## src/rtl/gvw_pkg.sv

```systemverilog
// Package: shared constants and types for the grid vertex weld block.
`default_nettype none
package gvw_pkg;
	localparam int unsigned MaxVertices  = 4096;
	localparam int unsigned MaxParticles = 4096;
	localparam int unsigned CellSizeRst  = 100;

	localparam logic [1:0] ACT_CLEAR  = 2'd0;
	localparam logic [1:0] ACT_VERTEX = 2'd1;
	localparam logic [1:0] ACT_FACE   = 2'd2;

	localparam logic [1:0] FLT_NONE   = 2'd0;
	localparam logic [1:0] FLT_FULL   = 2'd1;
	localparam logic [1:0] FLT_UNSEEN = 2'd2;

	// one cell key: rounded grid cell on all three axes
	typedef struct packed {
		logic [31:0] x;
		logic [31:0] y;
		logic [31:0] z;
	} cell_key_t;
endpackage
`default_nettype wire

```

## src/rtl/gvw_key_cell.sv

```systemverilog
// Module: one cell of the key chain; holds one stored particle and compares the key passing by.
`default_nettype none
module gvw_key_cell
	import gvw_pkg::*;
(
	input  wire logic      clk,
	input  wire logic      wr_en,
	input  wire cell_key_t wr_key,
	input  wire logic      live,
	input  wire cell_key_t probe,
	output logic           hit
);
	cell_key_t key_q;
	always_ff @(posedge clk) begin
		if (wr_en) begin
			key_q <= wr_key;
		end
	end
	assign hit = live && (key_q == probe);
endmodule
`default_nettype wire

```

## config.mk

```make
export PLATFORM = sky130hd
export DESIGN_NAME = gvw_key_cell
export DESIGN_NICKNAME = d
export VERILOG_FILES = /design/src/rtl/gvw_pkg.sv /design/src/rtl/gvw_key_cell.sv
export SDC_FILE = /design/constraint.sdc
export NUM_CORES = 1
export LEC_CHECK = 0
export ABC_AREA = 1
export BUFFER_PORTS_ARGS = -buffer_cell sky130_fd_sc_hd__buf_2
export CORE_MARGIN = 5
export CORE_UTILIZATION = 40
export CTS_CLUSTER_SIZE = 14
export DETAILED_ROUTE_END_ITERATION = 8
export PLACE_DENSITY = 0.74
export SKIP_LAST_GASP = 1
export SYNTH_ARGS = -nofsm -noshare
export SYNTH_HDL_FRONTEND = slang
export SYNTH_SLANG_ARGS = --single-unit
```

## constraint.sdc

```tcl
create_clock -name clk -period 2.9 [get_ports clk]
set_clock_uncertainty 0.05 [all_clocks]
set_input_delay 0.29 -clock clk [delete_from_list [all_inputs] [get_ports clk]]
set_output_delay 0.29 -clock clk [all_outputs]
set_load 0.01 [all_outputs]
```

==> Yosys cells after proc, flatten, opt, wreduce, memory -nomap -nowiden <==
Index checks and enable logic that the tools add are counted.
{ "word_totals": {"ff_bits": 96, "out_inout_bits": 1} }
{ "op_classes": {"n_eq_ne": 1, "n_reduce_logical": 1} }
{ "op_table": {"columns": ["operator", "count"], "rows": [
  ["$eq 96x96->1", 1],
  ["$logic_and 1x1->1", 1]
]} }

==> Logic depth before layout (Yosys ltp) <==
{ "logic_depth": {"ltp_word": 2, "mapped_depth": 10, "mapped_depth_nobuf": 10} }

==> Worst setup path after synthesis <==
Ideal clock, no wire load.
{ "synth_path": {"path_type": "reg2out", "start": "reg key_q[51] in the netlist's numbering", "end": "out hit", "arrival_ps": 1018, "path_slack_ps": 1542, "path_stages_with_launch": 10, "path_buffers": 0, "cell_sequence": "edfxtp_1 -> nand2_1 -> nand2_1 -> nor2_2 -> nand2_1 -> nor2_1 -> nand2_1 -> nor2_1 -> nand2_1 -> nor2_2"} }
{ "synth_via": {"elab_chain_len": 2} }
{ "synth_lines": {"columns": ["element", "line", "source"], "rows": [
  ["start, declared", "gvw_key_cell.sv:13", "cell_key_t key_q;"],
  ["start signal, assigned", "gvw_key_cell.sv:16", "key_q <= wr_key;"],
  ["$eq 96x96->1", "gvw_key_cell.sv:19", "assign hit = live && (key_q == probe);"],
  ["$logic_and 1x1->1", "gvw_key_cell.sv:19", null],
  ["end, declared", "gvw_key_cell.sv:11", "output logic hit"]
]} }
Every way passes these cells.

==> Worst setup path after layout <==
{ "layout_path": {"start": "reg key_q[68] in the netlist's numbering", "end": "out hit"} }
Same word-level chain as after synthesis.

==> out/metrics.cfg <==
[timing]
max_freq_ghz = 0.484
fin_setup_tns_ps = 0
fin_crit_sh_pct = 71.2
fin_ws_ps = 835
whs_ps = 73.4
final_max_slew_viol_count = 0
max_slew_margin_pct = 57.7
period_needed_ps = 2060
tightest_slew_ps = 635
hold_viol_final = 0
rsz0062_at_grt = no
setup_viol = 0

[cts]
ctsResizeCount = 0
cts_sinks = 96
cts_buffer_depth = 2
cts_buffers = 9
clk_pin_slew_ps = 70
h-tree-depth = 3
cts_hold_buffers = 0
root_buffer = clkbuf_16
postCtsSetupBuffers = 0
cts_tree = done

[logic_synthesis]
synth-seq-cells = 96
ys_seq_area_share_pct = 60.8
ys_warn_count = 0
yosysTopAreaCell = edfxtp_1
synth_common_cells = nand2_1, inv_1, edfxtp_1, nor2_1, xnor2_1
ys.flop_type = edfxtp_1
synth.top_cell.area_share_pct = 60.8
syn-num-nets = 753
synth_area_leaders = edfxtp_1, nand2_1, inv_1
synth_cells = 558
synth_area_per_cell_um2 = 8.50
syn-cell-area_mm2 = 0.00474
synth_cell_type_count = 12
async_reset_ff_share_pct = 0
synth_most_common_cell = nand2_1
synth-edff-count = 96

[setup_path]
cpPeakStageDelay_ps = 410
worstSetupEndpointType = output port
critical_path_buf_inv_count = 1
path_max_fanout = 2
worstSetupStartpointType = flip-flop
critical_path.top_delay_family = simple AND/OR/NAND/NOR gates
worstPathArrival_ps = 1720
cp_common_cell = nand2_1
slowest_stage = edfxtp_1
path_cells = nand2_1, nand2_1, nor2_1, nand2_1, nor2_1, nand2_1, nor2_1, nand2_1, nor2_2, buf_2
crit_required_ps = 2560
path_class = reg2out

[routing]
drc = 0
drtIter0Drc = 146
avgRoutedWirePerCell_um = 12.4
postRouteAntennaNets = 0
viasPerCell = 4.22
wl_um = 11400
vias = 3867
first_pass_iters = 6

[floorplanning]
initial_core_util_pct = 41.2
dieWidth_um = 119
dieHeight_um = 119
core-area_mm2 = 0.0115
placementRows = 39
dieArea_mm2 = 0.0141
ios = 196

[placed_design]
dpl_cell_area_mm2 = 0.00593
dp_hpwl_um = 9280
place_congestion = 0.810
portBuffers = 195
post-place-ws_ps = 1110

[finish]
largest_reg_flops = 96
nNetsFinal = 961
drive_gt1_share_pct = 28.3
final_design_area_no_fill_mm2 = 0.00629
reg_top3 = key_q x96
regMostFlops = key_q
syn_to_final_growth_pct = 32.6

[global_route]
grt_pass1_wl_um = 17600
grt.overflow.total = 0
antenna_found_initial = 2
grt_max_degree = 48
grt_pass1_vias = 3772
track_usage_pct = 16.0

[pwr]
ir_drop_v = 0.000299
power_w = 0.00352
leakage_nw = 3.36
p_per_area_mw_per_mm2 = 559

[job]
cap_violations = 0

[worst_hold_path]
hold_path.class = in2reg

[run_status]
outcome = finished clean

## per-stage QoR
step	std cells	utilization [%]
after detailed placement	898	51.5
after CTS	914	54.6
after global routing	915	54.6
final	916	54.7
after floorplan	558	-
after global placement	898	51.5
## cells by family (layout without fill, tap and decap cells)
family | Yosys count | after routing | synth area share, %
and+or+nand+nor | 283 | 283 | 22.8
AOI/OAI and AO/OA | 22 | 22 | 2.40
DFF | 96 | 96 | 60.8
xor gates and xnor gates | 15 | 15 | 2.77
buffers and inverters | 142 | 355 | 11.2
other | 0 | 2 | 0
## path summary, 6_finish.rpt
check | start | to | slack [ps] | cells past startpoint
worst max-delay path | key_q[68]$_DFFE_PP_ | hit | 840 | 10
worst min-delay path | wr_key[26] | key_q[26]$_DFFE_PP_ | 70 | 1
## report_power, final
part | switching, W | leakage (nW) | internal [W] | total (W)
logic | 0.000210 | 2.25 | 0.000197 | 0.000407
clock network | 0.000490 | 0.177 | 0.000924 | 0.00141
registers | 0.0000450 | 0.940 | 0.00165 | 0.00170
## cells in the final DEF (no fill, tap or decap), types with 3 or more instances in the layout
| master | n |
|---|---|
| inv_1 | 140 |
| buf_2 | 194 |
| o22ai_1 | 3 |
| nor2_1 | 66 |
| edfxtp_1 | 96 |
| clkbuf_16 | 9 |
| bufinv_16 | 4 |
| xnor2_1 | 15 |
| nand2_1 | 207 |
| o21ai_0 | 10 |
| o21ai_1 | 9 |
| nand4_1 | 3 |
| nor2_2 | 4 |
| nand3_1 | 3 |
## final cells by class
cell class | instances | area, um^2
Antenna cell | 2 | 5.00
Sequential cell | 96 | 2880
Fill cell | 1064 | 5220
Multi-Input combinational cell | 320 | 1330
Tap cell | 143 | 179
Clock buffer | 9 | 225
Timing Repair Buffer | 197 | 1010
Inverter | 142 | 533
Clock inverter | 7 | 134
## layer usage
metal  GRT usage, %  wire length (um)
met1           18.8              4460
met3           4.55              1080
met5              0                13
met2           27.7              5550
met4           6.52               260
(Power assumes the default switching activity.)
