[src/rtl/gvw_pkg.sv]
// Package: shared constants and types for the grid vertex weld block.
`default_nettype none
package gvw_pkg;
	localparam int unsigned MaxVertices  = 4096;
	localparam int unsigned MaxParticles = 4096;
	localparam int unsigned CellSizeRst  = 100;

	localparam logic [1:0] ACT_CLEAR  = 2'd0;
	localparam logic [1:0] ACT_VERTEX = 2'd1;
	localparam logic [1:0] ACT_FACE   = 2'd2;

	localparam logic [1:0] FLT_NONE   = 2'd0;
	localparam logic [1:0] FLT_FULL   = 2'd1;
	localparam logic [1:0] FLT_UNSEEN = 2'd2;

	// one cell key: rounded grid cell on all three axes
	typedef struct packed {
		logic [31:0] x;
		logic [31:0] y;
		logic [31:0] z;
	} cell_key_t;
endpackage
`default_nettype wire

[src/rtl/gvw_div_cell.sv]
// Module: one restoring-division cell; handles one quotient bit per cycle for three axes.
`default_nettype none
module gvw_div_cell
	import gvw_pkg::*;
(
	input  wire logic        clk,
	input  wire logic        arst_n,
	input  wire logic        start,
	input  wire logic [31:0] mag_in [3],
	input  wire logic [15:0] divisor,
	output logic             done,
	output logic [32:0]      quo [3]
);
	logic [5:0]  cnt_q;
	logic [31:0] num_q [3];
	logic [16:0] rem_q [3];
	logic [31:0] qb_q  [3];
	logic        done_q;

	always_ff @(posedge clk or negedge arst_n) begin
		if (!arst_n) begin
			cnt_q  <= '0;
			done_q <= 1'b0;
		end else begin
			done_q <= 1'b0;
			if (start) begin
				cnt_q <= 6'd32;
			end else if (cnt_q != 6'd0) begin
				cnt_q <= cnt_q - 6'd1;
				if (cnt_q == 6'd1) begin
					done_q <= 1'b1;
				end
			end
		end
	end

	// shift one numerator bit into each remainder, subtract when it fits
	always_ff @(posedge clk) begin
		for (int a = 0; a < 3; a++) begin
			if (start) begin
				num_q[a] <= mag_in[a];
				rem_q[a] <= '0;
				qb_q[a]  <= '0;
			end else if (cnt_q != 6'd0) begin
				logic [17:0] t;
				t = {rem_q[a], num_q[a][31]};
				num_q[a] <= {num_q[a][30:0], 1'b0};
				if (t >= {2'b0, divisor}) begin
					rem_q[a] <= 17'(t - {2'b0, divisor});
					qb_q[a]  <= {qb_q[a][30:0], 1'b1};
				end else begin
					rem_q[a] <= t[16:0];
					qb_q[a]  <= {qb_q[a][30:0], 1'b0};
				end
			end
		end
	end

	always_comb begin
		for (int a = 0; a < 3; a++) begin
			// round half away from zero on magnitude
			quo[a] = {1'b0, qb_q[a]} +
				33'(({rem_q[a], 1'b0} >= {2'b0, divisor}) ? 1 : 0);
		end
	end
	assign done = done_q;
endmodule
`default_nettype wire

[config.mk]
export PLATFORM = sky130hd
export DESIGN_NAME = gvw_div_cell
export DESIGN_NICKNAME = d
export VERILOG_FILES = /design/src/rtl/gvw_pkg.sv /design/src/rtl/gvw_div_cell.sv
export SDC_FILE = /design/constraint.sdc
export NUM_CORES = 1
export LEC_CHECK = 0
export ABC_AREA = 1
export BUFFER_PORTS_ARGS = -buffer_cell sky130_fd_sc_hd__buf_4
export CAP_MARGIN = 20
export CORE_UTILIZATION = 53
export DETAILED_ROUTE_END_ITERATION = 12
export PLACE_DENSITY_LB_ADDON = 0.05
export RECOVER_POWER = 50
export SLEW_MARGIN = 20
export SYNTH_ARGS = -nofsm -noshare
export SYNTH_HDL_FRONTEND = slang
export SYNTH_SLANG_ARGS = --single-unit
export TNS_END_PERCENT = 30
[constraint.sdc]
create_clock -name clk -period 8.03 [get_ports clk]
set_input_delay 0.803 -clock clk [delete_from_list [all_inputs] [get_ports clk]]
set_output_delay 0.803 -clock clk [all_outputs]
set_load 0.01 [all_outputs]
# Word-level counts from Yosys, hierarchy flattened
# Memory sizes are Yosys's and may differ from the RTL's.
# Index checks and enable logic that the tools add are counted.
# word_totals
regBits,7
ram_bits,243
inputBits,115
wordCells,88
mem_count,3
# op_classes
n_addsub,7
magnitude_cmp,6
eq_ne,1
muxes,52
bitwise,15
reduce_logical,2
# memory_table
name,depth,word_bits,read_ports,rd_ports_with_merged_regs,write_ports,line_no,rtl
num_q,3,32,3,0,3,gvw_div_cell.sv:15,logic [31:0] num_q [3];
qb_q,3,32,3,0,3,gvw_div_cell.sv:17,logic [31:0] qb_q [3];
rem_q,3,17,3,0,3,gvw_div_cell.sv:16,logic [16:0] rem_q [3];
# op_table
op,count
two-way mux 32 bit,9
greater-or-equal comparator 18 x 16 -> 1 bit,6
two-way mux 17 bit,6
adder 32 x 1 -> 33 bit,3
subtractor 17 x 16 -> 17 bit,3
two-way mux 1 bit,35
bitwise OR 1 bit,15
two-way mux 6 bit,2
equality test 6 x 1 -> 1 bit (second input constant),1
nonzero test 6 bit,1
subtractor 6 x 1 -> 6 bit (second input constant),1
nonzero test 2 bit,1

# Logic depth before layout (Yosys ltp)
# logic_depth
word_depth,7
mapped_depth,20

# Worst setup path after synthesis
# Ideal clock, no wire load.
# synth_timing
path_kind,input -> register
from,input port start
to,"memory num_q[0][0], enable pin"
t_arrival_ns,5.839
path_slack_ns,1.597
cell_stages,3
path_buffers,1
path_cell_list,clkbuf_1 nor2_1 inv_1
# synth_rtl
element,line_no,rtl
from (decl),gvw_div_cell.sv:8,"input wire logic start,"
to (decl),gvw_div_cell.sv:15,

==> reports/qor.csv <==
stage,metric,value,unit
status,outcome,finished with violations,
status,violations,"capacitance limit, slew limit",
floorplan,start_util,53.95,%
cts,cts_root_buf,clkbuf_16,
yosys,synth_nets,2182,
grt,track_usage,25.31,%
yosys,synth-edff-count,242,
cells_and_area,area_delta_synth_final,17.06,%
power,vdd_drop_max,201.6,uV
sta,slew_headroom,-126.1,%
cells_and_area,num_antenna_cells,0,
grt,grt_pass1_vias,13020,
cts,cts.clk_slew.worst_paths,70,ps
power,power_density,277.2,nW/um^2
cts,cts_resized,0,
yosys,synthArstFlopShare,2.800,%
placed_design,dp_hpwl,28670,um
drt,routedWlPerCell,14.97,um
floorplan,die_y,175.9,um
setup_path,crit_chain,buf_4 > inv_1 > ha_1 > nand2_2 > nor2_4 > inv_2 > nor3_2 > nand4_1 > o21bai_1 > ha_1 > nand3_2 > nor2_2 > nand2_1 > nor2_1 > nand2_1 > nor2_1 > nand3_1 > xor2_1 > buf_4,
drt,ant_nets,0,
yosys,syn_inst,2006,
placed_design,place_congestion,0.9310,
power,leakage,9.003,nW
setup_path,cpPeakStageDelay,480,ps
cts,cts_max_level,1,
yosys,syn_area,16030,um^2
cells_and_area,final_cell_mix,"nand2_1 (637), inv_1 (291), nor2_1 (261)",
drt,first_pass_iters,7,
setup_path,crit_path_end_kind,output port,
sta,period_share,60.46,%
sta,fmax,206.0,MHz
floorplan,rows,63,
drt,num_vias,13440,
sta,final.setup_skew,38.15,ps
sta,finalSetupViolations,0,
cts,post_cts_buffers,0,
setup_path,arrival,4050,ps
flow_run,maxCapViolCount,3,
hold_path,hold_class,in2async,
grt,gr-total-overflow,0,
floorplan,coreArea,29720,um^2
sta,rsz0062_at_grt,no,
cts,clock_latency,560,ps
drt,routed_wirelength,39250,um
yosys,yosysUniqueCellTypes,43,
yosys,synth_warnings,0,
floorplan,io_pins,215,
sta,tns,0,ps
setup_path,critPathKind,in2out,
setup_path,start_kind,input pin,
sta,slew_violations,164,
cts,cts_tree,yes,
setup_path,cp_max_fo,7,
cells_and_area,final_common_cell,nand2_1,
drt,vias_per_cell,5.127,
floorplan,die_x,175.9,um
setup_path,slowest_stage,ha_1,
floorplan,die_area,30950,um^2
grt,antenna_found_initial,0,
cts,cts_buffers,28,
setup_path,required,7230,ps
yosys,avgSynthCellArea,7.992,um^2
sta,tightest_slew,3392,ps
yosys,ys_seq_elements,250,
drt,drtIter0Drc,917,
yosys,yosysSeqAreaShare,46.55,%
cells_and_area,drive_above_1_share,13.17,%
yosys,synthFlopType,edfxtp_1,
sta,final.min_clock_period,4855,ps
grt,grt_pass1_wl,63500,um
grt,grt_max_degree,121,
cts,cts_hold_buf,0,
drt,drcViolationCount,0,
cells_and_area,final_util,63.15,%
cts,cts_buffer_depth,3,
sta,finalHoldViolCount,0,
placed_design,dpl_cell_area,17930,um^2
cells_and_area,fin_nets,2387,
cts,clock_sinks,250,
placed_design,io_buffers,214,
cells_and_area,stdcell_area,18770,um^2
## final cells by class
type,instances,area (um^2)
Clock inverter,15,150.1
Tap cell,390,488.0
Fill cell,2629,10950
Multi-Input combinational cell,1417,7191
Sequential cell,250,7462
Inverter,295,1116
Clock buffer,36,730.7
Timing Repair Buffer,219,1629
## cells in the mapped netlist, types with 2 or more instances
| master | n | area (um^2) |
|---|---|---|
| nand2_2 | 10 | 62.56 |
| a21o_1 | 2 | 15.01 |
| and3_1 | 2 | 12.51 |
| o21bai_1 | 9 | 67.56 |
| xnor2_1 | 13 | 113.9 |
| nor4_1 | 8 | 50.05 |
| nor3_2 | 6 | 60.06 |
| ha_1 | 58 | 725.7 |
| nor2_1 | 260 | 975.9 |
| nand3b_1 | 5 | 37.54 |
| xor2_1 | 89 | 779.5 |
| fa_1 | 3 | 60.06 |
| nor2_2 | 6 | 37.54 |
| a22o_1 | 30 | 262.8 |
| o21ai_0 | 11 | 55.05 |
| nor2_8 | 2 | 40.04 |
| inv_1 | 292 | 1096 |
| nand3_2 | 2 | 20.02 |
| nor2_4 | 6 | 67.56 |
| edfxtp_1 | 242 | 7267 |
| buf_2 | 21 | 105.1 |
| nand2_1 | 637 | 2391 |
| buf_4 | 12 | 90.09 |
| nand4_1 | 39 | 244.0 |
| and2_1 | 5 | 31.28 |
| inv_2 | 3 | 11.26 |
| dfrtp_1 | 7 | 175.2 |
| clkbuf_1 | 9 | 33.78 |
| nor3_1 | 46 | 230.2 |
| or2_2 | 2 | 12.51 |
| a21oi_1 | 41 | 205.2 |
| nand3_1 | 117 | 585.6 |
## worst max-delay path, delay by kind of cell
| family | cells | cell delay, ps |
|---|---|---|
| adders and majority gates | 2 | 730 |
| buffers and inverters | 4 | 400 |
| xor gates and xnor gates | 1 | 180 |
| AOI/OAI and AO/OA | 1 | 280 |
| and+or+nand+nor | 11 | 1650 |
## worst paths after layout
check	startpoint	endpoint	slack, ps	cells after the start
max	divisor[13]	quo[92]	3180	19
min	arst_n	cnt_q[0]	140	1
max reg2reg	cnt_q[0]	rem_q[1][7]	3320	8
min reg2reg	num_q[1][14]	num_q[1][15]	510	2
max in group asynchronous	arst_n	cnt_q[2]	7590	1
min in group clk	mag_in[0]	num_q[2][0]	500	3
## cells by family (layout without fill, tap and decap cells)
kind of cell	after synthesis	in the layout	synth area share (%)
AOI/OAI and AO/OA	98	98	4.012
DFF	250	250	46.55
xor gates and xnor gates	102	102	5.572
and+or+nand+nor	1156	1156	30.47
buffers and inverters	339	565	8.499
adders and majority gates	61	61	4.901
## flip-flops by register name, summed over array words and instances, names as in the netlist
signal  count
rem_q      51
cnt_q       6
done        1
qb_q       96
num_q      96
## report_power, final
| part | internal, W | switching (W) | total [W] | leakage [nW] |
|---|---|---|---|---|
| sequential | 0.00187 | 0.000217 | 0.00209 | 2.90 |
| combinational | 0.000697 | 0.00117 | 0.00187 | 5.67 |
| clock | 0.000711 | 0.000533 | 0.00124 | 0.425 |
## stage by stage
step	setup WS (ps)	hold WS (ps)	cells	total power [W]
floorplan	1597	487.4	2006	0.003408
global placement	3311	489.2	2571	0.003959
detailed placement	3220	499.1	2571	0.003985
CTS	3197	29.77	2622	0.005238
global route	2795	168.2	2622	0.005546
finish	3175	138.0	2622	0.005202
## layer usage
layer,routed length [um],vias to the layer above,track usage (%)
met5,0,-,0
met4,1026,0,6.993
met3,2068,67,3.550
met2,18190,403,42.28
met1,17960,6111,34.33
li1,-,6861,-
No activity file was read; power rests on OpenSTA's default activity.
